`src/rtl/gsbf_pkg.sv`:
```
package gsbf_pkg;

	localparam logic [15:0] MAX_BLOCK = 16'hFFFF;
	localparam logic [31:0] CRC_POLY = 32'hEDB88320;
	localparam logic [31:0] ALL_ONES = 32'hFFFFFFFF;
	localparam logic [7:0] BFINAL_SET = 8'h01;
	localparam logic [7:0] BFINAL_CLR = 8'h00;

	localparam int HEAD_LEN = 10;
	localparam int BLK_LEN = 5;
	localparam int TRL_LEN = 8;
	localparam int IDX_W = 4;

	// depth must be a power of two
	localparam int QUEUE_DEPTH = 2;
	localparam int QPTR_W = (QUEUE_DEPTH > 1) ? $clog2(QUEUE_DEPTH) : 1;
	localparam int QCNT_W = $clog2(QUEUE_DEPTH + 1);

	typedef enum logic {
		OP_START = 1'b0,
		OP_BYTE = 1'b1
	} op_t;

	typedef enum logic [2:0] {
		BK_IDLE,
		BK_HEAD,
		BK_BLK,
		BK_DATA,
		BK_TRL,
		BK_ERR
	} bk_state_t;

	// one input item, classified
	typedef struct packed {
		logic is_err;
		logic has_head;
		logic has_blk;
		logic blk_final;
		logic [15:0] blk_len;
		logic has_data;
		logic [7:0] data;
		logic has_trl;
		logic [31:0] crc;
		logic [31:0] isize;
	} job_t;

	function automatic logic [7:0] gz_head_byte(input logic [IDX_W-1:0] idx);
		logic [7:0] b;
		case (idx)
			4'd0: b = 8'h1f;
			4'd1: b = 8'h8b;
			4'd2: b = 8'h08;
			4'd9: b = 8'hff;
			default: b = 8'h00;
		endcase
		return b;
	endfunction

	function automatic logic [31:0] crc_byte(input logic [31:0] c_in, input logic [7:0] b);
		logic [31:0] c;
		c = c_in ^ {24'd0, b};
		for (int k = 0; k < 8; k++) begin
			c = c[0] ? (CRC_POLY ^ (c >> 1)) : (c >> 1);
		end
		return c;
	endfunction

endpackage

```
`src/rtl/gsbf_ifs.sv`:
```
interface gsbf_in_if;
	import gsbf_pkg::*;
	logic valid;
	logic ready;
	logic op;
	logic [7:0] data_byte;
	modport source (output valid, output op, output data_byte, input ready);
	modport sink (input valid, input op, input data_byte, output ready);
endinterface

interface gsbf_out_if;
	logic valid;
	logic ready;
	logic [7:0] out_byte;
	logic run_last;
	logic stream_end;
	logic error;
	modport source (output valid, output out_byte, output run_last, output stream_end,
		output error, input ready);
	modport sink (input valid, input out_byte, input run_last, input stream_end,
		input error, output ready);
endinterface

interface gsbf_cfg_if;
	logic valid;
	logic ready;
	logic [31:0] data;
	modport source (output valid, output data, input ready);
	modport sink (input valid, input data, output ready);
endinterface

```
`src/rtl/gsbf_front.sv`:
```
module gsbf_front
	import gsbf_pkg::*;
(
	input logic clk,
	input logic arst_n,
	gsbf_in_if.sink in_ch,
	gsbf_cfg_if.sink cfg,
	input logic q_full,
	output logic push,
	output job_t push_job
);

	logic [31:0] total_len_q;
	logic [31:0] crc_q;
	logic [31:0] bytes_seen_q;
	logic [15:0] block_left_q;
	logic open_q;

	logic [32:0] rem;
	logic stray;
	logic need_blk;
	logic blk_final;
	logic [15:0] chunk;
	logic last_byte;
	logic [31:0] crc_nx;
	logic is_start;

	assign cfg.ready = 1'b1;
	assign in_ch.ready = !q_full;
	assign push = in_ch.valid && in_ch.ready;
	assign is_start = (in_ch.op == OP_START);

	always_comb begin
		rem = {1'b0, total_len_q} - {1'b0, bytes_seen_q};
		stray = !open_q || rem[32] || (rem[31:0] == 32'd0);
		need_blk = (block_left_q == 16'd0);
		blk_final = (rem[31:0] <= {16'd0, MAX_BLOCK});
		chunk = blk_final ? rem[15:0] : MAX_BLOCK;
		last_byte = (rem[31:0] == 32'd1);
		crc_nx = crc_byte(crc_q, in_ch.data_byte);
	end

	always_comb begin
		push_job = '0;
		push_job.data = in_ch.data_byte;
		push_job.isize = total_len_q;
		if (is_start) begin
			push_job.has_head = 1'b1;
			if (total_len_q == 32'd0) begin
				// empty stream: final empty block and trailer with zero crc
				push_job.has_blk = 1'b1;
				push_job.blk_final = 1'b1;
				push_job.blk_len = 16'd0;
				push_job.has_trl = 1'b1;
				push_job.crc = ALL_ONES ^ ALL_ONES;
			end
		end else if (stray) begin
			push_job.is_err = 1'b1;
		end else begin
			push_job.has_blk = need_blk;
			push_job.blk_final = blk_final;
			push_job.blk_len = chunk;
			push_job.has_data = 1'b1;
			push_job.has_trl = last_byte;
			push_job.crc = crc_nx ^ ALL_ONES;
		end
	end

	always_ff @(posedge clk or negedge arst_n) begin
		if (!arst_n) begin
			total_len_q <= 32'd0;
		end else if (cfg.valid && cfg.ready) begin
			total_len_q <= cfg.data;
		end
	end

	always_ff @(posedge clk or negedge arst_n) begin
		if (!arst_n) begin
			crc_q <= ALL_ONES;
			bytes_seen_q <= 32'd0;
			block_left_q <= 16'd0;
			open_q <= 1'b0;
		end else if (push) begin
			if (is_start) begin
				crc_q <= ALL_ONES;
				bytes_seen_q <= 32'd0;
				block_left_q <= 16'd0;
				open_q <= (total_len_q != 32'd0);
			end else if (!stray) begin
				crc_q <= crc_nx;
				bytes_seen_q <= bytes_seen_q + 32'd1;
				block_left_q <= (need_blk ? chunk : block_left_q) - 16'd1;
				if (last_byte) begin
					open_q <= 1'b0;
				end
			end
		end
	end

endmodule

```
`src/rtl/gsbf_queue.sv`:
```
module gsbf_queue
	import gsbf_pkg::*;
(
	input logic clk,
	input logic arst_n,
	input logic push,
	input job_t push_job,
	input logic pop,
	output job_t pop_job,
	output logic full,
	output logic empty
);

	job_t mem_q [QUEUE_DEPTH];
	logic [QPTR_W-1:0] wr_ptr_q;
	logic [QPTR_W-1:0] rd_ptr_q;
	logic [QCNT_W-1:0] cnt_q;

	assign full = (cnt_q == QCNT_W'(QUEUE_DEPTH));
	assign empty = (cnt_q == '0);
	assign pop_job = mem_q[rd_ptr_q];

	always_ff @(posedge clk) begin
		if (push) begin
			mem_q[wr_ptr_q] <= push_job;
		end
	end

	always_ff @(posedge clk or negedge arst_n) begin
		if (!arst_n) begin
			wr_ptr_q <= '0;
			rd_ptr_q <= '0;
			cnt_q <= '0;
		end else begin
			if (push) begin
				wr_ptr_q <= wr_ptr_q + QPTR_W'(1);
			end
			if (pop) begin
				rd_ptr_q <= rd_ptr_q + QPTR_W'(1);
			end
			case ({push, pop})
				2'b10: cnt_q <= cnt_q + QCNT_W'(1);
				2'b01: cnt_q <= cnt_q - QCNT_W'(1);
				default: cnt_q <= cnt_q;
			endcase
		end
	end

endmodule

```
`src/rtl/gsbf_back.sv`:
```
module gsbf_back
	import gsbf_pkg::*;
(
	input logic clk,
	input logic arst_n,
	input logic q_empty,
	input job_t q_job,
	output logic pop,
	gsbf_out_if.source out_ch
);

	bk_state_t state_q, state_d;
	logic [IDX_W-1:0] idx_q, idx_d;
	job_t job_q, job_d;

	logic out_valid_q;
	logic [7:0] out_byte_q;
	logic run_last_q;
	logic stream_end_q;
	logic error_q;

	logic advance;
	logic emit;
	logic phase_done;
	bk_state_t after_c;
	logic [7:0] byte_c;
	logic err_c;
	logic end_c;
	logic last_c;

	function automatic bk_state_t first_phase(input job_t j);
		bk_state_t s;
		if (j.is_err) begin
			s = BK_ERR;
		end else if (j.has_head) begin
			s = BK_HEAD;
		end else if (j.has_blk) begin
			s = BK_BLK;
		end else begin
			s = BK_DATA;
		end
		return s;
	endfunction

	assign advance = !out_valid_q || out_ch.ready;

	always_comb begin
		byte_c = 8'h00;
		err_c = 1'b0;
		end_c = 1'b0;
		phase_done = 1'b0;
		after_c = BK_IDLE;
		case (state_q)
			BK_HEAD: begin
				byte_c = gz_head_byte(idx_q);
				phase_done = (idx_q == IDX_W'(HEAD_LEN - 1));
				after_c = job_q.has_blk ? BK_BLK : (job_q.has_trl ? BK_TRL : BK_IDLE);
			end
			BK_BLK: begin
				case (idx_q)
					4'd0: byte_c = job_q.blk_final ? BFINAL_SET : BFINAL_CLR;
					4'd1: byte_c = job_q.blk_len[7:0];
					4'd2: byte_c = job_q.blk_len[15:8];
					4'd3: byte_c = ~job_q.blk_len[7:0];
					default: byte_c = ~job_q.blk_len[15:8];
				endcase
				phase_done = (idx_q == IDX_W'(BLK_LEN - 1));
				after_c = job_q.has_data ? BK_DATA : (job_q.has_trl ? BK_TRL : BK_IDLE);
			end
			BK_DATA: begin
				byte_c = job_q.data;
				phase_done = 1'b1;
				after_c = job_q.has_trl ? BK_TRL : BK_IDLE;
			end
			BK_TRL: begin
				case (idx_q)
					4'd0: byte_c = job_q.crc[7:0];
					4'd1: byte_c = job_q.crc[15:8];
					4'd2: byte_c = job_q.crc[23:16];
					4'd3: byte_c = job_q.crc[31:24];
					4'd4: byte_c = job_q.isize[7:0];
					4'd5: byte_c = job_q.isize[15:8];
					4'd6: byte_c = job_q.isize[23:16];
					default: byte_c = job_q.isize[31:24];
				endcase
				phase_done = (idx_q == IDX_W'(TRL_LEN - 1));
				end_c = phase_done;
				after_c = BK_IDLE;
			end
			BK_ERR: begin
				err_c = 1'b1;
				phase_done = 1'b1;
				after_c = BK_IDLE;
			end
			default: begin
				phase_done = 1'b0;
			end
		endcase
	end

	always_comb begin
		state_d = state_q;
		idx_d = idx_q;
		job_d = job_q;
		pop = 1'b0;
		emit = 1'b0;
		last_c = 1'b0;
		if (state_q == BK_IDLE) begin
			if (!q_empty) begin
				pop = 1'b1;
				job_d = q_job;
				state_d = first_phase(q_job);
				idx_d = '0;
			end
		end else if (advance) begin
			emit = 1'b1;
			if (phase_done) begin
				idx_d = '0;
				if (after_c == BK_IDLE) begin
					last_c = 1'b1;
					// chain straight into the next job
					if (!q_empty) begin
						pop = 1'b1;
						job_d = q_job;
						state_d = first_phase(q_job);
					end else begin
						state_d = BK_IDLE;
					end
				end else begin
					state_d = after_c;
				end
			end else begin
				idx_d = idx_q + IDX_W'(1);
			end
		end
	end

	always_ff @(posedge clk or negedge arst_n) begin
		if (!arst_n) begin
			state_q <= BK_IDLE;
			idx_q <= '0;
			out_valid_q <= 1'b0;
		end else begin
			state_q <= state_d;
			idx_q <= idx_d;
			if (emit) begin
				out_valid_q <= 1'b1;
			end else if (out_ch.ready) begin
				out_valid_q <= 1'b0;
			end
		end
	end

	always_ff @(posedge clk) begin
		job_q <= job_d;
		if (emit) begin
			out_byte_q <= byte_c;
			run_last_q <= last_c;
			stream_end_q <= end_c;
			error_q <= err_c;
		end
	end

	assign out_ch.valid = out_valid_q;
	assign out_ch.out_byte = out_byte_q;
	assign out_ch.run_last = run_last_q;
	assign out_ch.stream_end = stream_end_q;
	assign out_ch.error = error_q;

	a_end_is_last: assert property (@(posedge clk) disable iff (!arst_n)
		out_valid_q && stream_end_q |-> run_last_q && !error_q)
		else $error("trailer end beat not marked last");

	a_err_beat: assert property (@(posedge clk) disable iff (!arst_n)
		out_valid_q && error_q |-> out_byte_q == 8'h00 && run_last_q)
		else $error("error beat malformed");

	a_data_phase: assert property (@(posedge clk) disable iff (!arst_n)
		state_q == BK_DATA |-> job_q.has_data && !job_q.is_err)
		else $error("data phase without payload byte");

	a_pop_loads: assert property (@(posedge clk) disable iff (!arst_n)
		pop |=> state_q != BK_IDLE && idx_q == '0)
		else $error("popped job not started");

endmodule

```
`src/rtl/gzip_stored_block_framer.sv`:
```
// gzip framer for uncompressed (stored) deflate streams.
// cfg: write total_length (payload bytes, also ISIZE) before a start item,
// while the block is idle. cfg.ready is always high.
// in_ch: op 0 starts a stream and emits the 10-byte gzip header (and for
// length zero also the empty final block and the trailer); op 1 carries one
// payload byte. a byte that opens a block is preceded by a 5-byte block
// header, the last byte is followed by the 8-byte crc/isize trailer.
// stray bytes give a single error beat with out_byte 0.
// out_ch: one output byte per beat, run_last on the last beat of each item,
// stream_end on the final trailer byte.
// throughput: one output beat per cycle while out_ch is ready; payload items go in
// one per cycle while no header or trailer is due, and header and trailer bytes
// hold the byte sequencer, which sits behind a 2-entry job queue.
// reset clears the length register, crc and stream state; no stream is open.
// a stalled receiver holds the output register; the queue fills and in_ch
// ready drops once the queue holds two items.
module gzip_stored_block_framer
	import gsbf_pkg::*;
(
	input logic clk,
	input logic arst_n,
	gsbf_in_if.sink in_ch,
	gsbf_cfg_if.sink cfg,
	gsbf_out_if.source out_ch
);

	logic q_full;
	logic q_empty;
	logic push;
	logic pop;
	job_t push_job;
	job_t pop_job;

	gsbf_front u_front (
		.clk (clk),
		.arst_n (arst_n),
		.in_ch (in_ch),
		.cfg (cfg),
		.q_full (q_full),
		.push (push),
		.push_job (push_job)
	);

	gsbf_queue u_queue (
		.clk (clk),
		.arst_n (arst_n),
		.push (push),
		.push_job (push_job),
		.pop (pop),
		.pop_job (pop_job),
		.full (q_full),
		.empty (q_empty)
	);

	gsbf_back u_back (
		.clk (clk),
		.arst_n (arst_n),
		.q_empty (q_empty),
		.q_job (pop_job),
		.pop (pop),
		.out_ch (out_ch)
	);

endmodule
```
`src/flat_wrapper.sv`:
```
// flat-port wrapper written by rule: the top's interface ports become plain ports
module gzip_stored_block_framer_flat import gsbf_pkg::*;
  (clk, arst_n, in_ch_valid, in_ch_op, in_ch_data_byte, in_ch_ready, cfg_valid, cfg_data, cfg_ready, out_ch_valid, out_ch_out_byte, out_ch_run_last, out_ch_stream_end, out_ch_error, out_ch_ready);
  gsbf_in_if in_ch_i ();
  gsbf_cfg_if cfg_i ();
  gsbf_out_if out_ch_i ();
  input logic clk;
  input logic arst_n;
  input wire logic [$bits(in_ch_i.valid)-1:0] in_ch_valid;
  input wire logic [$bits(in_ch_i.op)-1:0] in_ch_op;
  input wire logic [$bits(in_ch_i.data_byte)-1:0] in_ch_data_byte;
  output wire logic [$bits(in_ch_i.ready)-1:0] in_ch_ready;
  input wire logic [$bits(cfg_i.valid)-1:0] cfg_valid;
  input wire logic [$bits(cfg_i.data)-1:0] cfg_data;
  output wire logic [$bits(cfg_i.ready)-1:0] cfg_ready;
  output wire logic [$bits(out_ch_i.valid)-1:0] out_ch_valid;
  output wire logic [$bits(out_ch_i.out_byte)-1:0] out_ch_out_byte;
  output wire logic [$bits(out_ch_i.run_last)-1:0] out_ch_run_last;
  output wire logic [$bits(out_ch_i.stream_end)-1:0] out_ch_stream_end;
  output wire logic [$bits(out_ch_i.error)-1:0] out_ch_error;
  input wire logic [$bits(out_ch_i.ready)-1:0] out_ch_ready;
  assign in_ch_i.valid = in_ch_valid;
  assign in_ch_i.op = in_ch_op;
  assign in_ch_i.data_byte = in_ch_data_byte;
  assign in_ch_ready = in_ch_i.ready;
  assign cfg_i.valid = cfg_valid;
  assign cfg_i.data = cfg_data;
  assign cfg_ready = cfg_i.ready;
  assign out_ch_valid = out_ch_i.valid;
  assign out_ch_out_byte = out_ch_i.out_byte;
  assign out_ch_run_last = out_ch_i.run_last;
  assign out_ch_stream_end = out_ch_i.stream_end;
  assign out_ch_error = out_ch_i.error;
  assign out_ch_i.ready = out_ch_ready;
  gzip_stored_block_framer u_core (.clk(clk), .arst_n(arst_n), .in_ch(in_ch_i), .cfg(cfg_i), .out_ch(out_ch_i));
endmodule
```
`config.mk`:
```
export PLATFORM = sky130hd
export DESIGN_NAME = gzip_stored_block_framer_flat
export DESIGN_NICKNAME = d
export VERILOG_FILES = /design/src/rtl/gsbf_pkg.sv /design/src/rtl/gsbf_ifs.sv /design/src/rtl/gsbf_front.sv /design/src/rtl/gsbf_queue.sv /design/src/rtl/gsbf_back.sv /design/src/rtl/gzip_stored_block_framer.sv /design/src/flat_wrapper.sv
export SDC_FILE = /design/constraint.sdc
export NUM_CORES = 1
export LEC_CHECK = 0
export CORE_ASPECT_RATIO = 1.25
export CORE_MARGIN = 2
export CORE_UTILIZATION = 25
export DETAILED_ROUTE_END_ITERATION = 6
export DONT_BUFFER_PORTS = 1
export GPL_ROUTABILITY_DRIVEN = 0
export SLEW_MARGIN = 20
export SYNTH_ARGS = -nofsm -noshare
export SYNTH_HDL_FRONTEND = slang
export SYNTH_SLANG_ARGS = --single-unit
```
`constraint.sdc`:
```
create_clock -name clk -period 8.3 [get_ports clk]
set_input_delay 1.66 -clock clk [delete_from_list [all_inputs] [get_ports clk]]
set_output_delay 1.66 -clock clk [all_outputs]
set_load 0.005 [all_outputs]
```
==> impl_metrics.tcl <==
set metrics [dict create \
    ir_drop_mv 0.164 \
    hold_path_class "reg2reg" \
    drt-initial-drc-count 1067 \
    multi_input_area_sq_um 7640 \
    start_kind "flip-flop" \
    synth.avg_cell_area_sq_um 12.2 \
    core_sq_um 79700 \
    synth-seq-cells 416 \
    htreeDepth 2 \
    vias 13200 \
    dieArea_sq_um 82300 \
    drive_gt1_share_pct 17.2 \
    post-route-worst-setup-slack_ns 2.32 \
    die_h_um 320 \
    grt_pass1_wl_um 79800 \
    initial_utilization_pct 25.1 \
    ant_nets 0 \
    grt_start_max_net_pins 126 \
    firstDrtPassIters 5 \
    cp_common_cell "a21oi_1" \
    seqCellArea_sq_um 11900 \
    post_cts.repair.setup_buffers 0 \
    layout_min_cycle_time_ns 5.98 \
    worst_pin_slew_ns 1.02 \
    critPathSlowestCell "a2111oi_0" \
    synth-main-ff-cell "edfxtp_1" \
    hold_viol 0 \
    die_w_um 257 \
    postCtsHoldBufs 0 \
    status "finished, final reports clean" \
    hold-worst-slack_ns 0.504 \
    crit_chain "inv_1 -> ha_1 -> a21o_2 -> a21o_1 -> o21ai_2 -> a21oi_1 -> or3_1 -> a2111oi_0 -> and4_1 -> and2_2 -> nand2_1 -> a21oi_1 -> ha_1 -> nand2_1 -> or2_2 -> a21oi_1 -> nand4b_1 -> mux2i_1 -> o21ai_0" \
    wl_um 51700 \
    syn_to_final_growth_pct 12.9 \
    final_cells 2706 \
    num-fill-cells 8019 \
    slew_headroom_pct 31.4 \
    dpl.hpwl_um 36400 \
    syn_nets 1721 \
    cp.required_ns 8.73 \
    portBuffers 0 \
    syn_inst 1635 \
    maxCapViolCount 0 \
    power_per_cell_area_nw_per_um2 390 \
    ys_warn_count 0 \
    nets 1696 \
    core.rowCount 116 \
    leakage_nw 7.81 \
    avgViaCountPerCell 4.90 \
    drc 0 \
    antenna_found_initial 10 \
    clkTransAtPathRegs_ns 0.07 \
    io_pins 60 \
    dp.cells 2630 \
    yosysSeqAreaShare_pct 59.5 \
    clock-sinks 416 \
    tns_ns 0 \
    ys_types 87 \
    clkLatencyLatePin_ns 0.56 \
    grt_usage_pct 12.3 \
    critPathKind "reg2reg" \
    pre_cts_slack_ns 2.59 \
    fmax_mhz 167 \
    skew_ns 0.0241 \
    clockRootBuffer "clkbuf_16" \
    postCtsResizedCells 0 \
    wl_per_cell_um 19.1 \
    maxSlewViolCount 0 \
    setup_viol 0 \
    cp_max_fo 30 \
    cpPeakStageDelay_ns 0.66 \
    cts_tree "built" \
    cp-end-kind "flip-flop" \
    async_flop_share_pct 30.0 \
    rsz0062_at_grt "false" \
    grt_pass1_vias 13500 \
    arrival_ns 6.40 \
    finalCritPeriodShare_pct 72.0 \
    globalRouteOverflowTotal 0 \
    synth-edff-count 291 \
    synth_area_sq_um 20000 \
    cts_buffers 40 \
    cts_max_path_buffers 3 \
]
## Yosys cell counts (7+ instances only)
library cell	instances	area [sq um]
xor2_1	32	280
a21o_1	8	60.1
a211oi_1	7	52.6
nor2b_1	12	75.1
nand2b_1	8	50.1
mux2i_1	7	70.1
and3_1	21	131
o211ai_1	9	67.6
nand2_1	111	417
dfstp_2	32	841
a31oi_1	18	113
nor2_1	135	507
and2_1	14	87.6
ha_1	39	488
buf_2	16	80.1
nor4_1	11	68.8
dfrtp_1	93	2330
o22a_1	15	131
o21a_1	16	120
a22oi_1	22	165
nand4_1	34	213
o21ai_0	70	350
clkbuf_1	60	225
edfxtp_1	291	8740
inv_1	48	180
nor3_1	19	95.1
a222oi_1	10	100
or3_1	7	43.8
nand3_1	36	180
a21oi_1	96	480
xnor2_1	96	841
mux2_2	124	1400
o22ai_1	11	68.8
## metrics by stage
step	total power [mW]	area (sq um)	utilization [%]
after floorplan	5.86	20000	-
after global placement	6.78	21200	26.6
after detailed placement	6.84	21200	26.6
after CTS	8.84	22600	28.3
after global routing	9.27	22600	28.3
final	8.80	22600	28.3
## layout make-up
type	instances	area share, %
Sequential cell	416	52.7
Multi-Input combinational cell	1088	33.8
Tap cell	1062	5.88
Clock buffer	50	4.82
Clock inverter	24	1.41
Inverter	49	0.814
Timing Repair Buffer	15	0.499
Antenna cell	2	0.0222
## power breakdown
part           internal, mW  leakage (nW)  switching (mW)
clock network          1.16         0.683           0.811
logic                  1.19          2.84            2.05
registers              3.19          4.28           0.394
## worst max-delay path: cells and delay by family, from the launching register on
kind / cells / cell delay [ns]
buffers and inverters: 1 / 0.07
AOI/OAI and AO/OA: 8 / 2.28
and+or+nand+nor: 7 / 2.27
muxes: 1 / 0.18
DFF: 1 / 0.45
adders and majority gates: 2 / 0.60
## routing by layer
metal	GRT usage [%]	part of all wire [%]	routed length, um	vias up
met2	22.2	50	26100	446
met4	7.92	6.9	3560	16
met3	2.28	5.0	2610	183
met1	13.2	38	19400	6594
met5	0	0.19	96	-
li1	-	-	-	6007
## path summary, 6_finish.rpt
path	start	end	slack, ns	cells after the start
max	u_core.u_front.bytes_seen_q[4]	u_core.u_front.block_left_q[10]	2.32	19
min	u_core.u_front.total_len_q[0]	u_core.u_queue.mem_q[1][0]	0.50	0
max reg2reg	u_core.u_front.bytes_seen_q[4]	u_core.u_front.block_left_q[10]	2.32	19
min reg2reg	u_core.u_front.total_len_q[0]	u_core.u_queue.mem_q[1][0]	0.50	0
max in group asynchronous	arst_n	u_core.u_queue.rd_ptr_q	7.07	0
min in group asynchronous	arst_n	u_core.u_front.total_len_q[26]	0.82	0
## layout by cell type, fill, tap and decap left out, types with 7 or more instances in the layout
cell,count
dfstp_2,32
inv_1,48
a22oi_1,22
mux2i_1,7
o22a_1,15
bufinv_16,7
edfxtp_1,291
xnor2_1,96
nor2_1,132
o211ai_1,9
or3_1,7
nor4_1,11
dfrtp_1,92
o21ai_0,70
nand4_1,34
a222oi_1,10
nor2b_1,12
mux2_2,124
a21oi_1,95
a211oi_1,7
xor2_1,32
clkbuf_16,41
nand2_1,111
nand3_1,36
a31oi_1,17
nor3_1,19
buf_4,15
ha_1,39
o21a_1,16
a21o_1,8
o22ai_1,11
and3_1,20
nand2b_1,8
and2_1,14
## sequential cells by signal, summed over array words and instances, names as in the netlist, 3 cells and up
register                       cells
u_core.u_front.crc_q              32
u_core.u_queue.mem_q             188
u_core.u_front.block_left_q       16
u_core.u_front.total_len_q        32
u_core.u_back.job_q               92
u_core.u_front.bytes_seen_q       32
u_core.u_back.out_ch.out_byte      8
u_core.u_back.idx_q                4
u_core.u_back.state_q              3
## kinds of logic (layout without fill, tap and decap cells)
logic type                 count (synthesis)  count (layout)  synth area share (%)
AOI/OAI and AO/OA                        347             347                  11.7
xor gates and xnor gates                 128             128                  5.60
adders and majority gates                 40              40                  2.54
buffers and inverters                    131             138                  2.60
DFF                                      416             416                  59.5
muxes                                    132             132                  7.40
other                                      1               3                0.0187
and+or+nand+nor                          440             440                  10.6
Power figures use the tool's default switching activity.
